==> src/tsss_pkg.sv <==
`timescale 1ns / 1ps
// ----------------------------------------------------------------------------
// tsss_pkg
// Shared types, codes and fixed-point constants of the settling speed solver.
// ----------------------------------------------------------------------------
package tsss_pkg;

  localparam int unsigned WordW = 64;

  // configuration register indexes
  localparam logic [2:0] CFG_PART_DENS  = 3'd0;
  localparam logic [2:0] CFG_FLUID_DENS = 3'd1;
  localparam logic [2:0] CFG_VISC       = 3'd2;
  localparam logic [2:0] CFG_MAX_ITER   = 3'd3;
  localparam logic [2:0] CFG_TOL        = 3'd4;

  localparam logic [1:0] REGIME_NONE   = 2'd0;
  localparam logic [1:0] REGIME_STOKES = 2'd1;
  localparam logic [1:0] REGIME_TRANS  = 2'd2;
  localparam logic [1:0] REGIME_NEWTON = 2'd3;

  localparam logic [1:0] STATUS_CONV    = 2'd0;
  localparam logic [1:0] STATUS_LIMIT   = 2'd1;
  localparam logic [1:0] STATUS_TURB    = 2'd2;
  localparam logic [1:0] STATUS_INVALID = 2'd3;

  localparam logic [19:0] G_Q16    = 20'd642908;
  localparam logic [31:0] ONE_Q20  = 32'd1048576;
  localparam logic [31:0] C04_Q20  = 32'd419430;
  localparam logic [31:0] C566_Q20 = 32'd5934940;
  localparam logic [31:0] C033_Q20 = 32'd346030;
  localparam logic [31:0] C4_Q20   = 32'd4194304;
  localparam logic [31:0] C24_Q20  = 32'd25165824;

  localparam logic [15:0] RST_PART_DENS  = 16'd2500;
  localparam logic [15:0] RST_FLUID_DENS = 16'd1000;
  localparam logic [39:0] RST_VISC       = 40'd10995116;
  localparam logic [9:0]  RST_MAX_ITER   = 10'd1000;
  localparam logic [31:0] RST_TOL        = 32'd429;

  localparam logic [31:0] RE_HI_1E3 = 32'd1000;
  localparam logic [31:0] RE_HI_2E5 = 32'd200000;

  function automatic logic [31:0] sat32(input logic [WordW-1:0] x);
    sat32 = (x[WordW-1:32] != '0) ? 32'hFFFF_FFFF : x[31:0];
  endfunction

endpackage

==> src/tsss_muldiv.sv <==
`timescale 1ns / 1ps
// ----------------------------------------------------------------------------
// tsss_muldiv
// Iterative floor(x*y/z): 128-bit product from four 32x32 partial products,
// then a restoring divide, one quotient bit per cycle. Saturates on overflow.
// ----------------------------------------------------------------------------
module tsss_muldiv import tsss_pkg::*; (
  input  logic             clk_i,
  input  logic             rst_ni,
  input  logic             start_i,
  input  logic [WordW-1:0] x_i,
  input  logic [WordW-1:0] y_i,
  input  logic [WordW-1:0] z_i,
  output logic             done_o,
  output logic [WordW-1:0] q_o
);

  typedef enum logic [3:0] {
    M_IDLE = 4'b0001,
    M_MUL  = 4'b0010,
    M_CHK  = 4'b0100,
    M_DIV  = 4'b1000
  } md_state_e;

  md_state_e          state_q;
  logic [WordW-1:0]   x_q, y_q, z_q, rem_q, q_q, pp_q;
  logic [2*WordW-1:0] acc_q, pp_ext;
  logic [1:0]         sh_q;
  logic [6:0]         cnt_q;
  logic               done_q;
  logic [31:0]        mul_a, mul_b;
  logic [WordW:0]     div_sh;
  logic               div_take;

  assign mul_a = cnt_q[1] ? x_q[63:32] : x_q[31:0];
  assign mul_b = cnt_q[0] ? y_q[63:32] : y_q[31:0];

  always_comb begin
    case (sh_q)
      2'd0:    pp_ext = {64'd0, pp_q};
      2'd1:    pp_ext = {32'd0, pp_q, 32'd0};
      2'd2:    pp_ext = {pp_q, 64'd0};
      default: pp_ext = '0;
    endcase
  end

  // shift next dividend bit in; the bit shifted out of the remainder forces a take
  assign div_sh   = {rem_q, acc_q[WordW-1]};
  assign div_take = div_sh[WordW] || (div_sh[WordW-1:0] >= z_q);

  always_ff @(posedge clk_i or negedge rst_ni) begin
    if (!rst_ni) begin
      state_q <= M_IDLE;
      cnt_q   <= '0;
      done_q  <= 1'b0;
    end else begin
      done_q <= 1'b0;
      case (state_q)
        M_IDLE: begin
          if (start_i) begin
            state_q <= M_MUL;
            cnt_q   <= '0;
          end
        end
        M_MUL: begin
          cnt_q <= cnt_q + 7'd1;
          if (cnt_q == 7'd4) begin
            state_q <= M_CHK;
          end
        end
        M_CHK: begin
          if (z_q == '0 || acc_q[2*WordW-1:WordW] >= z_q) begin
            state_q <= M_IDLE;
            done_q  <= 1'b1;
          end else begin
            state_q <= M_DIV;
            cnt_q   <= '0;
          end
        end
        M_DIV: begin
          cnt_q <= cnt_q + 7'd1;
          if (cnt_q == 7'(WordW - 1)) begin
            state_q <= M_IDLE;
            done_q  <= 1'b1;
          end
        end
        default: state_q <= M_IDLE;
      endcase
    end
  end

  always_ff @(posedge clk_i) begin
    case (state_q)
      M_IDLE: begin
        if (start_i) begin
          x_q   <= x_i;
          y_q   <= y_i;
          z_q   <= z_i;
          acc_q <= '0;
        end
      end
      M_MUL: begin
        pp_q <= WordW'(mul_a * mul_b);
        sh_q <= 2'({1'b0, cnt_q[1]} + {1'b0, cnt_q[0]});
        if (cnt_q != 7'd0) begin
          acc_q <= acc_q + pp_ext;
        end
      end
      M_CHK: begin
        rem_q <= acc_q[2*WordW-1:WordW];
        q_q   <= '1;
      end
      M_DIV: begin
        acc_q[WordW-1:0] <= {acc_q[WordW-2:0], 1'b0};
        rem_q <= div_take ? WordW'(div_sh - {1'b0, z_q}) : div_sh[WordW-1:0];
        q_q   <= {q_q[WordW-2:0], div_take};
      end
      default: ;
    endcase
  end

  assign done_o = done_q;
  assign q_o    = q_q;

endmodule

==> config.mk <==
export PLATFORM = sky130hd
export DESIGN_NAME = tsss_muldiv
export DESIGN_NICKNAME = d
export VERILOG_FILES = /design/src/tsss_pkg.sv /design/src/tsss_muldiv.sv
export SDC_FILE = /design/constraint.sdc
export NUM_CORES = 2
export LEC_CHECK = 0
export BUFFER_PORTS_ARGS = -buffer_cell sky130_fd_sc_hd__buf_2
export CAP_MARGIN = 20
export CORE_UTILIZATION = 65
export DETAILED_ROUTE_END_ITERATION = 10
export GPL_TIMING_DRIVEN = 0
export PLACE_DENSITY_LB_ADDON = 0.05
export SLEW_MARGIN = 20
export SYNTH_ARGS = -nofsm -noshare
export SYNTH_HDL_FRONTEND = slang
export SYNTH_SLANG_ARGS = --single-unit
==> constraint.sdc <==
create_clock -name clk_i -period 14.81 [get_ports clk_i]
set_input_delay 0.7405 -clock clk_i [delete_from_list [all_inputs] [get_ports clk_i]]
set_output_delay 0.7405 -clock clk_i [all_outputs]
set_load 0.01 [all_outputs]
### Word level (Yosys, flattened, before mapping)

Index checks and enable logic that the tools add are counted.

* register bits after elaboration: 526
* input port bits: 195
* output and inout bits: 65
* logic and storage cells: 68

* add/subtract/negate cells: 4
* multiply operators: 1
* $lt $le $gt $ge: 2
* equal/unequal tests: 13
* mux-type cells: 21
* reduce and logical (&&, ||, !) cells: 15

Operators with widths (count)
* 128-bit case mux with 3 select lines: 1
* 64-bit case mux with 2 select lines: 3
* 128-bit 2-to-1 mux: 2
* 64-bit case mux with 3 select lines: 1
* 128-bit adder: 1
* 64-bit >= comparator: 2
* 64-bit zero test: 1
* 32-bit by 32-bit multiplier with 64-bit output: 1
* 32-bit 2-to-1 mux: 2
* 64-bit 2-to-1 mux: 1
* 64-bit subtractor: 1
* 7-bit case mux with 3 select lines: 1
* 4-bit 2-to-1 mux: 4
* 4-bit case mux with 4 select lines: 1
* 7-bit 2-to-1 mux: 2
* 3-bit AND reduction: 4
* 2-bit != test, second input constant: 5
* 7-bit by 1-bit adder with 7-bit output, second input constant: 1
* 7-bit by 3-bit == test with 1-bit output, second input constant: 1
* 7-bit by 6-bit == test with 1-bit output, second input constant: 1
* 7-bit nonzero test: 1
* 3-bit nonzero test: 2
* 4-bit by 1-bit == test with 1-bit output, second input constant: 1
* 4-bit by 2-bit == test with 1-bit output, second input constant: 1
* other kinds (12): 15

### Longest topological paths before layout

* depth in word-level cells: 5
* gate-level depth with buffers: 33
* depth with buffers taken out: 28

### Least setup slack after synthesis

Ideal clock, no wire load.

* kind: reg-to-reg
* from: register state_q[1]
* to: register q_q[0], in the netlist q_o[0] (enable)
* setup time: 811 ps
* arrival: 9917 ps
* required time: 13999 ps
* slack: 4083 ps
* cell stages (with the launch flop): 4
* path buffers: 1
* period minus slack after synthesis: 10727 ps
* path through: dfrtp_1 > clkbuf_1 > nor2_1 > a21boi_0

* cells in the longest elaborated chain, start to end: 2

Ends and longest elaborated chain
* from (decl): line tsss_muldiv.sv:25 `md_state_e state_q;`
* from (signal assigned): line tsss_muldiv.sv:53 `state_q <= M_IDLE;`
* from (signal assigned): line tsss_muldiv.sv:61 `state_q <= M_MUL;`
* from (signal assigned): line tsss_muldiv.sv:68 `state_q <= M_CHK;`
* 4-bit == test / 4-bit by 3-bit == test with 1-bit output (equally long branches): line tsss_muldiv.sv:93 `case (state_q)`
* 2-bit nonzero test (no line) *
* to (signal assigned): line tsss_muldiv.sv:116 `q_q <= {q_q[WordW-2:0], div_take};`
* to (decl): line tsss_muldiv.sv:26 `logic [WordW-1:0] x_q, y_q, z_q, rem_q, q_q, pp_q;`

Every way passes the cells marked *; elsewhere a longest branch is shown, timed or not.
A chain may end at the register's enable or synchronous reset.

### Final worst setup path

* from: register cnt_q[0]
* to: register pp_q[56], data pin

* cells in the longest elaborated chain, start to end: 2

Ends and longest elaborated chain
* from (decl): line tsss_muldiv.sv:29 `logic [6:0] cnt_q;`
* from (signal assigned): line tsss_muldiv.sv:66 `cnt_q <= cnt_q + 7'd1;`
* from (signal assigned): line tsss_muldiv.sv:81 `cnt_q <= cnt_q + 7'd1;`
* 32-bit 2-to-1 mux: line tsss_muldiv.sv:36 `assign mul_b = cnt_q[0] ? y_q[63:32] : y_q[31:0];`
* 32-bit by 32-bit multiplier with 64-bit output: line tsss_muldiv.sv:103 `pp_q <= WordW'(mul_a * mul_b);`
* to (signal assigned): line tsss_muldiv.sv:103
* to (decl): line tsss_muldiv.sv:26

No other way between the ends.

==> metrics.md <==
| Metric | Value |
|---|---|
| Status | finished, violations left |
| Failing checks | design-rule violations |
| Startpoint type of the worst setup path | flop |
| H-tree depth | 2 |
| DP HPWL | 211000 µm |
| Synth Area per Inst | 9.23 µm² |
| Area Overhead vs Synth | 8.98% |
| Hold Path Class | in2reg |
| Synth Flop Type | edfxtp_1 |
| Core area | 102000 µm² |
| Starting Density | 0.657 |
| Async set or reset register ratio after synthesis | 0.0228 |
| CTS tree | done |
| Clock transition at path regs | 80 ps |
| Worst r2r src | cnt_q[0] |
| Hold EP | y_q[22] |
| Fin Setup TNS | 0 ps |
| Largest net degree at the start of global routing | 59 |
| Crit Reg-Reg Endpoint | pp_q[56] |
| # nets final | 9234 |
| Gate Count Post-Synth | 7267 |
| Mapped cell area | 67100 µm² |
| Relative slew slack | 0.106 |
| WL per Instance | 29.4 µm |
| R2r worst-path depth | 29 |
| Max-cap violations | 0 |
| RSZ-0062 raised after global routing | no |
| Largest buffer count on any clock path | 3 |
| Fin. max-slew vios | 0 |
| First-pass GRT wire length | 381000 µm |
| GRT Util Overall | 0.510 |
| Register bit count reported by yosys | 526 |
| Library cells used by synthesis | 100 |
| Clock latency on the worst-skew pair | 740 ps |
| Die height | 323 µm |
| Antenna violations before repair | 17 |
| Tmin final | 11690 ps |
| Crit path top cell by count | fa_1 |
| GPL Wtd Cong | 1.10 |
| Warnings from Yosys | 0 |
| WP data required | 15270 ps |
| CTS root buf | clkbuf_16 |
| Crit path kind | reg2reg |
| Filler cells | 7584 |
| Post-Syn Nets | 8880 |
| Layout cells sized above 1 | 0.0750 |
| Final wirelength | 266000 µm |
| Endpoints failing hold | 0 |
| Port buffer count | 259 |
| Critical Path AT | 12150 ps |
| EDFF count, synth | 514 |
| Crit path max-delay cell type | buf_1 |
| Vias in the first global route | 59800 |
| Post-route ant nets | 0 |
| Worst setup path start | cnt_q[0] |
| Max frequency | 85.5 MHz |
| Final period utilization | 0.789 |
| IO Count | 260 |
| Vias | 59800 |
| Worst slew pin tran | 1340 ps |
| Worst path max stage delay | 950 ps |
| CP Max Fanout | 12 |
| TritonCTS Buffers | 60 |
| Vias per cell | 6.61 |
| Initial DRC Count | 7465 |
| Seq/Total Area, Yosys | 0.235 |
| Gr ovfl total | 0 |
| Setup crit end kind | flop |
| Post CTS Setup Buffer Count | 0 |
| Hold path depth | 1 |
| Clock Sinks | 526 |
| Worst clock skew | 37.8 ps |
| Min-delay src | y_i[22] |
| TritonRoute pass-1 iters | 11 |
| R2R setup slack | 3120 ps |
| Leading cell type in the layout, fill and taps excluded | inv_1 |
| Post-CTS Hold Fix Bufs | 1 |
| Final setup violation count | 0 |
| Die area | 104000 µm² |
| Die Wd | 323 µm |
| DRC violations left | 3 |
| Row Count | 117 |
| Highest-count cells in the layout ignoring fill and taps | inv_1, fa_1, nand2_1, nor2_1, ha_1 |
| Post-CTS Resized | 0 |
## layout make-up
| class | instances | area, µm² | area share |
|---|---|---|---|
| Multi-Input combinational cell | 5383 | 46400 | 0.635 |
| Timing Repair Buffer | 292 | 1940 | 0.0265 |
| Tap cell | 1368 | 1710 | 0.0234 |
| Clock buffer | 65 | 1540 | 0.0211 |
| Sequential cell | 526 | 15700 | 0.215 |
| Buffer | 352 | 1400 | 0.0191 |
| Inverter | 1006 | 3780 | 0.0517 |
| Clock inverter | 46 | 563 | 0.00770 |
| Antenna cell | 13 | 32.5 | 0.000445 |
## per-layer routing
metal  vias to the layer above  track usage  wire, µm
met3                      1582        0.172     35800
met5                         -      0.00324        69
met2                      4872        0.755    112000
met4                        10        0.480     31600
li1                      24700            -         -
met1                     28600        0.580     86500
## Yosys cell counts, drive strengths merged, types with 6 or more instances
master	number	area share
mux2	65	0.011
and2	90	0.0084
a41oi	8	0.0012
nor2	875	0.049
o31ai	17	0.0022
o21bai	69	0.0078
a31oi	68	0.0063
nor4	35	0.0034
or2	13	0.0012
nand2b	85	0.0079
or4	7	0.00084
and4	9	0.0012
a221oi	14	0.0021
a211oi	32	0.0038
o21a	37	0.0041
o21ba	8	0.0012
and3	34	0.0032
clkbuf	321	0.018
a21oi	411	0.031
mux2i	100	0.015
inv	1006	0.056
a22o	40	0.0052
o22ai	6	0.00056
o21ai	287	0.022
fa	898	0.27
dfrtp	11	0.0041
ha	520	0.097
nand2	889	0.050
or3	21	0.0020
buf	31	0.0024
nor3	52	0.0039
edfxtp	514	0.23
nand3	66	0.0049
a21boi	14	0.0016
nand4	108	0.010
a21o	128	0.014
a2111oi	6	0.0012
xor2	94	0.012
nor2b	30	0.0029
xnor2	144	0.019
a211o	12	0.0016
o211ai	21	0.0024
## state kept, by name (all words and copies together) (netlist names)
signal	flops
done_o	1
acc_q	128
state_q	4
cnt_q	7
y_q	64
z_q	64
x_q	64
rem_q	64
sh_q	2
q_o	64
pp_q	64
## logic make-up (layout without fill, tap and decap cells)
group | count (synthesis) | count (layout) | synth area share
AOI/OAI and AO/OA | 1235 | 1235 | 0.116
xor gates and xnor gates | 238 | 238 | 0.0311
adders and majority gates | 1418 | 1418 | 0.365
buffers and inverters | 1358 | 1761 | 0.0767
DFF | 526 | 526 | 0.235
muxes | 165 | 165 | 0.0258
other | 0 | 13 | 0
and+or+nand+nor | 2327 | 2327 | 0.150
## through the flow
step	setup WS (ps)	util	cells	area (µm²)	hold WS, ps
after detailed placement	3300	0.695	8925	70900	514
after CTS	3270	0.715	9037	73000	163
after global routing	3080	0.716	9039	73100	187
after floorplan	4080	-	7267	67100	445
final	3120	0.716	9051	73100	171
after global placement	-678	0.687	8894	70100	508
## how the worst max path moves through the flow
stage,to,cells after the start
2_1_floorplan,q_o[0],3
3_3_place_gp,rem_q[54],3
3_5_place_dp,pp_q[63],29
4_1_cts,pp_q[63],27
5_1_grt,pp_q[63],27
6_report,pp_q[56],29
## critical path, delay by kind of cell (launching register included)
family	cells	cell delay (ps)
compound gates	9	2600
xor+xnor	1	140
fa+ha+maj	9	4260
buf+inv	7	2730
flops	1	380
mux	1	780
simple gates	2	480
Power is not shown: default switching activity piles up to over one toggle a cycle in this logic, so the estimate is an artifact.
