$ cat src/tsss_pkg.sv
`timescale 1ns / 1ps
// ----------------------------------------------------------------------------
// tsss_pkg
// Shared types, codes and fixed-point constants of the settling speed solver.
// ----------------------------------------------------------------------------
package tsss_pkg;

  localparam int unsigned WordW = 64;

  // configuration register indexes
  localparam logic [2:0] CFG_PART_DENS  = 3'd0;
  localparam logic [2:0] CFG_FLUID_DENS = 3'd1;
  localparam logic [2:0] CFG_VISC       = 3'd2;
  localparam logic [2:0] CFG_MAX_ITER   = 3'd3;
  localparam logic [2:0] CFG_TOL        = 3'd4;

  localparam logic [1:0] REGIME_NONE   = 2'd0;
  localparam logic [1:0] REGIME_STOKES = 2'd1;
  localparam logic [1:0] REGIME_TRANS  = 2'd2;
  localparam logic [1:0] REGIME_NEWTON = 2'd3;

  localparam logic [1:0] STATUS_CONV    = 2'd0;
  localparam logic [1:0] STATUS_LIMIT   = 2'd1;
  localparam logic [1:0] STATUS_TURB    = 2'd2;
  localparam logic [1:0] STATUS_INVALID = 2'd3;

  localparam logic [19:0] G_Q16    = 20'd642908;
  localparam logic [31:0] ONE_Q20  = 32'd1048576;
  localparam logic [31:0] C04_Q20  = 32'd419430;
  localparam logic [31:0] C566_Q20 = 32'd5934940;
  localparam logic [31:0] C033_Q20 = 32'd346030;
  localparam logic [31:0] C4_Q20   = 32'd4194304;
  localparam logic [31:0] C24_Q20  = 32'd25165824;

  localparam logic [15:0] RST_PART_DENS  = 16'd2500;
  localparam logic [15:0] RST_FLUID_DENS = 16'd1000;
  localparam logic [39:0] RST_VISC       = 40'd10995116;
  localparam logic [9:0]  RST_MAX_ITER   = 10'd1000;
  localparam logic [31:0] RST_TOL        = 32'd429;

  localparam logic [31:0] RE_HI_1E3 = 32'd1000;
  localparam logic [31:0] RE_HI_2E5 = 32'd200000;

  function automatic logic [31:0] sat32(input logic [WordW-1:0] x);
    sat32 = (x[WordW-1:32] != '0) ? 32'hFFFF_FFFF : x[31:0];
  endfunction

endpackage

$ cat src/tsss_isqrt.sv
`timescale 1ns / 1ps
// ----------------------------------------------------------------------------
// tsss_isqrt
// Bit-serial integer square root of a 64-bit value, one result bit per cycle.
// ----------------------------------------------------------------------------
module tsss_isqrt import tsss_pkg::*; (
  input  logic             clk_i,
  input  logic             rst_ni,
  input  logic             start_i,
  input  logic [WordW-1:0] x_i,
  output logic             done_o,
  output logic [31:0]      root_o
);

  logic             busy_q, done_q;
  logic [4:0]       cnt_q;
  logic [WordW-1:0] x_q, r_q, b_q, trial;

  assign trial = r_q + b_q;

  always_ff @(posedge clk_i or negedge rst_ni) begin
    if (!rst_ni) begin
      busy_q <= 1'b0;
      done_q <= 1'b0;
      cnt_q  <= '0;
    end else begin
      done_q <= 1'b0;
      if (!busy_q) begin
        if (start_i) begin
          busy_q <= 1'b1;
          cnt_q  <= '0;
        end
      end else begin
        cnt_q <= cnt_q + 5'd1;
        if (cnt_q == 5'd31) begin
          busy_q <= 1'b0;
          done_q <= 1'b1;
        end
      end
    end
  end

  always_ff @(posedge clk_i) begin
    if (!busy_q) begin
      if (start_i) begin
        x_q <= x_i;
        r_q <= '0;
        b_q <= {2'b01, 62'd0};
      end
    end else begin
      if (x_q >= trial) begin
        x_q <= x_q - trial;
        r_q <= (r_q >> 1) + b_q;
      end else begin
        r_q <= r_q >> 1;
      end
      b_q <= b_q >> 2;
    end
  end

  assign done_o = done_q;
  assign root_o = r_q[31:0];

endmodule

$ cat config.mk
export PLATFORM = sky130hd
export DESIGN_NAME = tsss_isqrt
export DESIGN_NICKNAME = d
export VERILOG_FILES = /design/src/tsss_pkg.sv /design/src/tsss_isqrt.sv
export SDC_FILE = /design/constraint.sdc
export NUM_CORES = 1
export LEC_CHECK = 0
export BUFFER_PORTS_ARGS = -buffer_cell sky130_fd_sc_hd__buf_2
export CAP_MARGIN = 15
export CORE_MARGIN = 2
export CORE_UTILIZATION = 60
export DETAILED_ROUTE_END_ITERATION = 8
export HOLD_SLACK_MARGIN = 0.1
export MAX_ROUTING_LAYER = met4
export PLACE_DENSITY = 0.79
export SLEW_MARGIN = 25
export SYNTH_ARGS = -nofsm -noshare
export SYNTH_HDL_FRONTEND = slang
export SYNTH_SLANG_ARGS = --single-unit
$ cat constraint.sdc
create_clock -name clk_i -period 24.8 [get_ports clk_i]
set_input_delay 1.24 -clock clk_i [delete_from_list [all_inputs] [get_ports clk_i]]
set_output_delay 1.24 -clock clk_i [all_outputs]
set_load 0.01 [all_outputs]
Word level (Yosys, flattened, before mapping)
Cells that the tools add are included.
{"block": "classes", "addsub": 4, "order_cmp": 1, "eq_ne": 2, "n_mux": 15, "reduce_logical": 2}
{"operator": "two-way mux 64 bit", "n": 6}
{"operator": "two-way mux 61 bit", "n": 2}
{"operator": "adder 63 x 63 -> 64 bit", "n": 1}
{"operator": "adder 64 x 63 -> 64 bit", "n": 1}
{"operator": "greater-or-equal comparator 64 bit", "n": 1}
{"operator": "subtractor 64 bit", "n": 1}
{"operator": "two-way mux 5 bit", "n": 2}
{"operator": "adder 5 x 1 -> 5 bit, second input constant", "n": 1}
{"operator": "equality test 5 bit, second input constant", "n": 1}
{"operator": "two-way mux 1 bit", "n": 5}
{"operator": "inequality test 2 x 1 -> 1 bit, second input constant", "n": 1}
{"operator": "AND reduction 2 bit", "n": 1}
{"operator": "nonzero test 2 bit", "n": 1}
{"block": "word_totals", "register_bits": 167, "input_bits": 67, "output_inout_bits": 33, "word_cells": 31}

Depth between registers and ports, before layout
Gate-level depths: netlist (run 1).
{"block": "depth", "word_depth": 4, "mapped_depth": 25, "ltp_nobuf": 21}

Worst setup path before layout (run 1)
No wires, ideal clock.
{"block": "synth_timing", "path_type": "register to register", "startpoint": "register r_q[0]", "endpoint": "register x_q[0] (enable)", "setup_ps": 507, "arrival_ps": 7728, "required_time_ps": 24293, "slack_ps": 16565, "path_stages_with_launch": 22, "n_path_buf": 3, "period_less_slack_ps": 8235, "cell_sequence": "edfxtp_1 -> ha_1 -> ha_1 -> a211oi_1 -> nor4_1 -> a2111o_1 -> o211a_1 -> o21a_1 -> or2_2 -> a211oi_1 -> nor2_1 -> xnor2_1 -> ha_1 -> clkbuf_1 -> nand4_1 -> nor3_1 -> nand2_1 -> a2111oi_4 -> o31ai_4 -> buf_6 -> buf_6 -> a21oi_1"}
{"block": "synth_between", "elab_chain_cells": 4}
{"item": "start: declaration", "line": "tsss_isqrt.sv:17", "text": "logic [WordW-1:0] x_q, r_q, b_q, trial;"}
{"item": "start signal: assignment", "line": "tsss_isqrt.sv:53", "text": "r_q <= (r_q >> 1) + b_q;"}
{"item": "start signal: assignment", "line": "tsss_isqrt.sv:55", "text": "r_q <= r_q >> 1;"}
{"item": "adder 64 x 63 -> 64 bit", "line": "tsss_isqrt.sv:19", "text": "assign trial = r_q + b_q;"}
{"item": "greater-or-equal comparator 64 bit", "line": "tsss_isqrt.sv:51", "text": "if (x_q >= trial) begin"}
{"item": "inequality test 2 x 1 -> 1 bit (no source line)"}
{"item": "AND reduction 2 bit (no source line)"}
{"item": "end signal: assignment", "line": "tsss_isqrt.sv:46", "text": "x_q <= x_i;"}
{"item": "end signal: assignment", "line": "tsss_isqrt.sv:52", "text": "x_q <= x_q - trial;"}
{"item": "end: declaration", "line": "tsss_isqrt.sv:17"}
Every way passes these cells.
A chain may end at the register's enable or synchronous reset.

Final worst setup path (run 1)
{"block": "layout_timing", "startpoint": "register r_q[8]", "endpoint": "register x_q[32] (enable)"}
Same word-level chain as after synthesis.

==> qor.csv, run 1 <==
metric,value,unit
worst_pin_slew,1100,ps
grtUsageMet1,0.396,
initialDrtViolationCount,1454,
drc,8,
cts_buffer_depth,2,
grt_usage,0.331,
max_slew_margin,0.245,
synthTopCellsByArea,"edfxtp_1 30%, ha_1 10%, a21oi_1 4.7%, xor2_1 4.5%, nand2_1 4.0%",
fin_area,17000,um2
synth_top_cell_area_share,0.298,
layout.nets,2047,
post-route-min-period,6990,ps
yosysTopAreaCell,edfxtp_1,
multi_input_area,10300,um2
area_growth,6.06,%
hold_violations,0,
cp_data_arrival_time,7040,ps
num_rows,59,
violations,design-rule violations,
synth-seq-cells,167,
finalCritPeriodShare,0.282,
coreArea,26100,um2
ys.warnings.count,0,
hold_class,flip-flop to flip-flop,
n_antenna_cell,0,
ant_nets,0,
initial_core_util,0.614,
max_cap_viol_count,0,
clock_tree.root_cell,clkbuf_16,
busiest_layer,met2,
ctsResizeCount,0,
nFillCells,2274,
hpwl,34200,um
cts.sink_count,167,
ioPinCount,100,
clk_pin_slew,90,ps
synthFlopType,edfxtp_1,
wl_per_cell,20.8,um
async_flop_share,0.0419,
seq_area_frac_synth,0.310,
dpl_cell_area,16400,um2
drive_gt1_frac,0.122,
numCtsBuffers,17,
overflow,0,
die-area,28100,um2
critPathKind,flip-flop to flip-flop,
synth_edf_count,159,
endpoint_kind,flip-flop,
status,finished with violations,
slew_violations,0,
port_buffers,99,
synthCells,1834,
holdWs,517,ps
drt_wl_total,45700,um
gp_congestion,0.971,
register_area,4970,um2
antenna_found_initial,0,
cp.required,24850,ps
groute.layer.met2.usage,0.582,
critPathMaxFanout,64,
tns,0,ps
max_freq,143,MHz
synth_fp_nets,2034,
first_global_vias,13790,
vias,14493,
finClkSkew,25.8,ps
cts_tree,built,
clk_latency,450,ps
grt_pass1_wl,72600,um
holdBufCountCts,0,
firstDrtPassIters,7,
syn_avg_cell_area,8.75,um2
finalSetupViolations,0,
htree_levels,4,
die_w,168,um
finish.utilization,0.651,
setup.worst_path.start_class,flip-flop,
syn-cell-area,16000,um2
use_met3,0.0338,
die_h,168,um
post-cts-setup-buffer-count,0,
rsz0062_at_grt,no,
grt_max_degree,92,
vias_per_cell,6.60,
synth_cell_types,76,
==> cells by family after synthesis <==
family | share of synthesized area
and+or+nand+nor | 0.182
AOI/OAI and AO/OA | 0.242
adders and majority gates | 0.104
xor gates and xnor gates | 0.0808
muxes | 0.0353
buffers and inverters | 0.0459
DFF | 0.310
==> sequential cells by signal, summed over array words and instances (netlist names) <==
register	count
b_q	32
busy_q	1
cnt_q	5
done_o	1
r_q	64
x_q	64
==> routing by layer <==
| metal | up-vias | part of all wire |
|---|---|---|
| met5 | - | 0 |
| met4 | 0 | 0.036 |
| met3 | 104 | 0.054 |
| met2 | 566 | 0.50 |
| met1 | 6858 | 0.41 |
| li1 | 6965 | - |
==> final cells by class <==
type                    count  share of cell area
clock inverters            15             0.00912
inverters                  40             0.00890
flip-flops and latches    167               0.292
multi-input cells        1516               0.608
clock buffers              17              0.0250
repair buffers            105              0.0318
well taps                 335              0.0246
==> critical path: stages, from the launching register on <==
cell and delay [ps]:
edfxtp_1 490, ha_1 400, nand4_1 180, o31a_1 300, o21ai_0 370, o311ai_0 310, a21oi_1 320, o21ai_0 110
a21boi_0 400, a32oi_1 210, xor2_1 190, ha_1 240, a21o_1 190, a21o_1 170, a21o_1 210, a2111oi_2 350
nor3_1 120, or4b_1 660, o31ai_4 220, buf_4 510, a21oi_4 100, buf_4 390
==> synth_stat cells, drive strengths merged (12+ instances only) <==
library cell    n
a211oi         36
a21o           34
a21oi         151
a31o           19
a31oi          58
and2           53
and3           20
buf            49
clkbuf         62
edfxtp        159
ha            132
inv            40
mux2           45
nand2         170
nand2b         12
nand3          41
nand4          42
nor2          141
nor2b          15
nor3           32
o211ai         16
o21a           16
o21ai         122
o21bai         25
o31ai          13
or3            28
xnor2          66
xor2           82
==> cells in the final DEF (no fill, tap or decap), types with 42 or more instances in the layout <==
master	instances
a21oi_1	150
a31oi_1	58
and2_1	53
buf_2	99
edfxtp_1	159
ha_1	132
mux2_2	45
nand2_1	170
nand4_1	42
nor2_1	141
o21ai_0	117
xnor2_1	66
xor2_1	82
==> path summary, 6_finish.rpt <==
kind / cells after the start / slack (ps) / from / end
worst max-delay path: 21 / 17810 / r_q[8] / x_q[32]
worst min register to register: 1 / 520 / cnt_q[0] / cnt_q[0]
min in group asynchronous: 1 / 600 / rst_ni / cnt_q[0]
worst max register to register: 21 / 17810 / r_q[8] / x_q[32]
max in group asynchronous: 1 / 24030 / rst_ni / busy_q
worst min-delay path: 1 / 520 / cnt_q[0] / cnt_q[0]
==> per-stage QoR <==
stage / worst slack (ps) / cells
2_1_floorplan: 16570 / 1834
3_3_place_gp: 18110 / 2163
3_5_place_dp: 17950 / 2163
4_1_cts: 17920 / 2195
5_1_grt: 17380 / 2195
6_report: 17810 / 2195
Power of run 1 is not shown: default switching activity piles up to over one toggle a cycle in this logic, so the estimate is an artifact.
==> run 2, diff against run 1 <==
CORE_UTILIZATION = 57   (was 60)
clock period = 6.3 ns   (was 24.8 ns; I/O delays follow)
==> run 2 against run 1 <==
The flow now finishes without violations. Via count grew 2.7%. Maximum frequency increased by 16%. Utilization fell by 2.0 points. Sequential share of layout area is 0.88 points lower. Setup slack got worse by 18000 ps. Clock skew shrank 13 ps. Largest cell class unchanged. Cell area is 3.1% higher. Count of clock-buffer cells in the layout did not move. Critical path depth down 2. Global-route usage is 0.34 points higher. Die area up 5.1%.
==> qor.csv, run 2 (synthesis gave the netlist of run 1 again) <==
metric,value,unit,change
drive_gt1_frac,0.146,,was 0.122
gp_congestion,0.981,,was 0.971
cts_tree,built,,unchanged
critPathKind,flip-flop to flip-flop,,unchanged
critPathTopFamily,compound AO/OA/AOI/OAI gates,,unchanged
ant_nets,0,,unchanged
drc,0,,was 8
final_cells,2287,,was 2195
reg.largest.list,"r_q x64, x_q x64, b_q x32",,unchanged
vias_per_cell,6.51,,was 6.60
ioPinCount,100,,unchanged
finalCritPeriodShare,0.957,,was 0.282
drt_wl_total,48000,um,was 45700 um
port_buffers,99,,unchanged
hold_violations,0,,unchanged
vias,14888,,was 14493
coreArea,27800,um2,was 26100 um2
first_global_vias,14271,,was 13790
crit_slowest_cell,or4b_4,,was or4b_1
die-area,29500,um2,was 28100 um2
cts.sink_count,167,,unchanged
grt_pass1_wl,74900,um,was 72600 um
crit_top_cell,a21o_1,,unchanged
path_cells,ha_1 > a31o_2 > a31oi_1 > nor4_2 > nor3_1 > o2111a_1 > o31ai_2 > a41oi_1 > xor2_1 > ha_1 > a21o_1 > a21o_1 > a21o_1 > a2111oi_2 > nor3_1 > or4b_4 > o31a_2 > mux2i_1 > a311o_1,,was ha_1 > nand4_1 > o31a_1 > o21ai_0 > o311ai_0 > a21oi_1 > o21ai_0 > a21boi_0 > a32oi_1 > xor2_1 > ha_1 > a21o_1 > a21o_1 > a21o_1 > a2111oi_2 > nor3_1 > or4b_1 > o31ai_4 > buf_4 > a21oi_4 > buf_4
endpoint_kind,flip-flop,,unchanged
max_slew_margin,0.335,,was 0.245
slew_violations,0,,unchanged
n_antenna_cell,0,,unchanged
max_cap_viol_count,0,,unchanged
post-route-min-period,6030,ps,was 6990 ps
clk_latency,460,ps,was 450 ps
final_cell_mix,"170 x nand2_1, 159 x edfxtp_1, 149 x a21oi_1",,"was 170 x nand2_1, 159 x edfxtp_1, 150 x a21oi_1"
hpwl,36400,um,was 34200 um
initial_core_util,0.577,,was 0.614
clk_pin_slew,70,ps,was 90 ps
cp_data_arrival_time,6240,ps,was 7040 ps
area_growth,9.34,%,was 6.06%
numCtsBuffers,17,,unchanged
layout.nets,2096,,was 2047
cp.required,6520,ps,was 24850 ps
grt_usage,0.334,,was 0.331
status,"finished, final reports clean",,was finished with violations
hold_class,input pin to flip-flop,,was flip-flop to flip-flop
final_common_cell,nand2_1,,unchanged
overflow,0,,unchanged
grt_max_degree,78,,was 92
critPathMaxFanout,12,,was 64
die_w,172,um,was 168 um
cts_buffer_depth,2,,unchanged
antenna_found_initial,0,,unchanged
wl_per_cell,21.0,um,was 20.8 um
clock_tree.root_cell,clkbuf_16,,unchanged
htree_levels,4,,unchanged
die_h,172,um,was 168 um
worst_pin_slew,998,ps,was 1100 ps
num_rows,61,,was 59
setup.worst_path.start_class,flip-flop,,unchanged
path_buf_inv,0,,was 2
max_freq,166,MHz,was 143 MHz
initialDrtViolationCount,1339,,was 1454
finClkSkew,12.8,ps,was 25.8 ps
firstDrtPassIters,6,,was 7
finalSetupViolations,0,,unchanged
cpPeakStageDelay,580,ps,was 660 ps
dp.cells,2250,,was 2163
-- run 2: cell types whose count changed in the layout (fill, tap and decap cells not counted), moves of 3 or more --
cell | previous run | this run
clkinv_8 | 3 | 0
clkinv_4 | 3 | 0
clkinv_2 | 1 | 4
buf_12 | 0 | 5
buf_4 | 6 | 48
-- run 2: worst paths after layout --
| path | startpoint | slack, ps | cells after the start | end |
|---|---|---|---|---|
| worst max-delay path | b_q[2] | 270 | 19 | r_q[59] |
| worst min-delay path | x_i[62] | 130 | 2 | x_q[62] |
| worst max register to register | b_q[2] | 270 | 19 | r_q[59] |
| worst min register to register | cnt_q[0] | 520 | 1 | cnt_q[0] |
| max in group asynchronous | rst_ni | 5920 | 2 | busy_q |
| min in group asynchronous | rst_ni | 210 | 2 | busy_q |
-- run 2: area by class of cell --
cell class | count | area, um2
clock buffers | 17 | 425
clock inverters | 15 | 165
fillers | 2488 | 10200
inverters | 40 | 151
multi-input cells | 1516 | 10400
flip-flops and latches | 167 | 4970
well taps | 378 | 473
repair buffers | 154 | 976
-- run 2: repair_timing --
| action | CTS | global route |
|---|---|---|
| buffers inserted | 0 | 3 |
| hold buffers | 2 | 0 |
| endpoints found under the setup margin | 2 | 128 |
| hold endpoints to repair | 8 | 0 |
| gates resized for setup | 2 | 7 |
| pin swaps | 0 | 3 |
-- run 2: per-layer routing --
| layer | part of all wire | up-vias | wire [um] | GRT usage |
|---|---|---|---|---|
| met5 | 0 | - | 0 | - |
| met4 | 0.048 | 0 | 2300 | 0.157 |
| met3 | 0.051 | 129 | 2440 | 0.0405 |
| met2 | 0.50 | 587 | 23900 | 0.582 |
| met1 | 0.40 | 7107 | 19400 | 0.385 |
| li1 | - | 7065 | - | - |
-- run 2: metrics by stage --
stage	utilization	area, um2	setup TNS (ps)	hold slack [ps]	setup slack [ps]
detailed placement	0.608	16900	-79.1	152	-79.1
finish	0.631	17500	0	131	273
global route	0.631	17500	-12.3	139	-9.25
CTS	0.630	17500	0	126	103
global placement	0.608	16900	0	152	151
floorplan	-	16100	0	19.4	204
-- run 2: worst reg2reg max path: stages, from the launching register on --
cell and delay (ps):
edfxtp_1 420, ha_1 370, a31o_2 250, a31oi_1 360, nor4_2 110, nor3_1 460
o2111a_1 370, o31ai_2 110, a41oi_1 250, xor2_1 230, ha_1 280, a21o_1 160
a21o_1 170, a21o_1 220, a2111oi_2 370, nor3_1 140, or4b_4 580, o31a_2 450
mux2i_1 170, a311o_1 320
Power of run 2 is left out for the same reason.
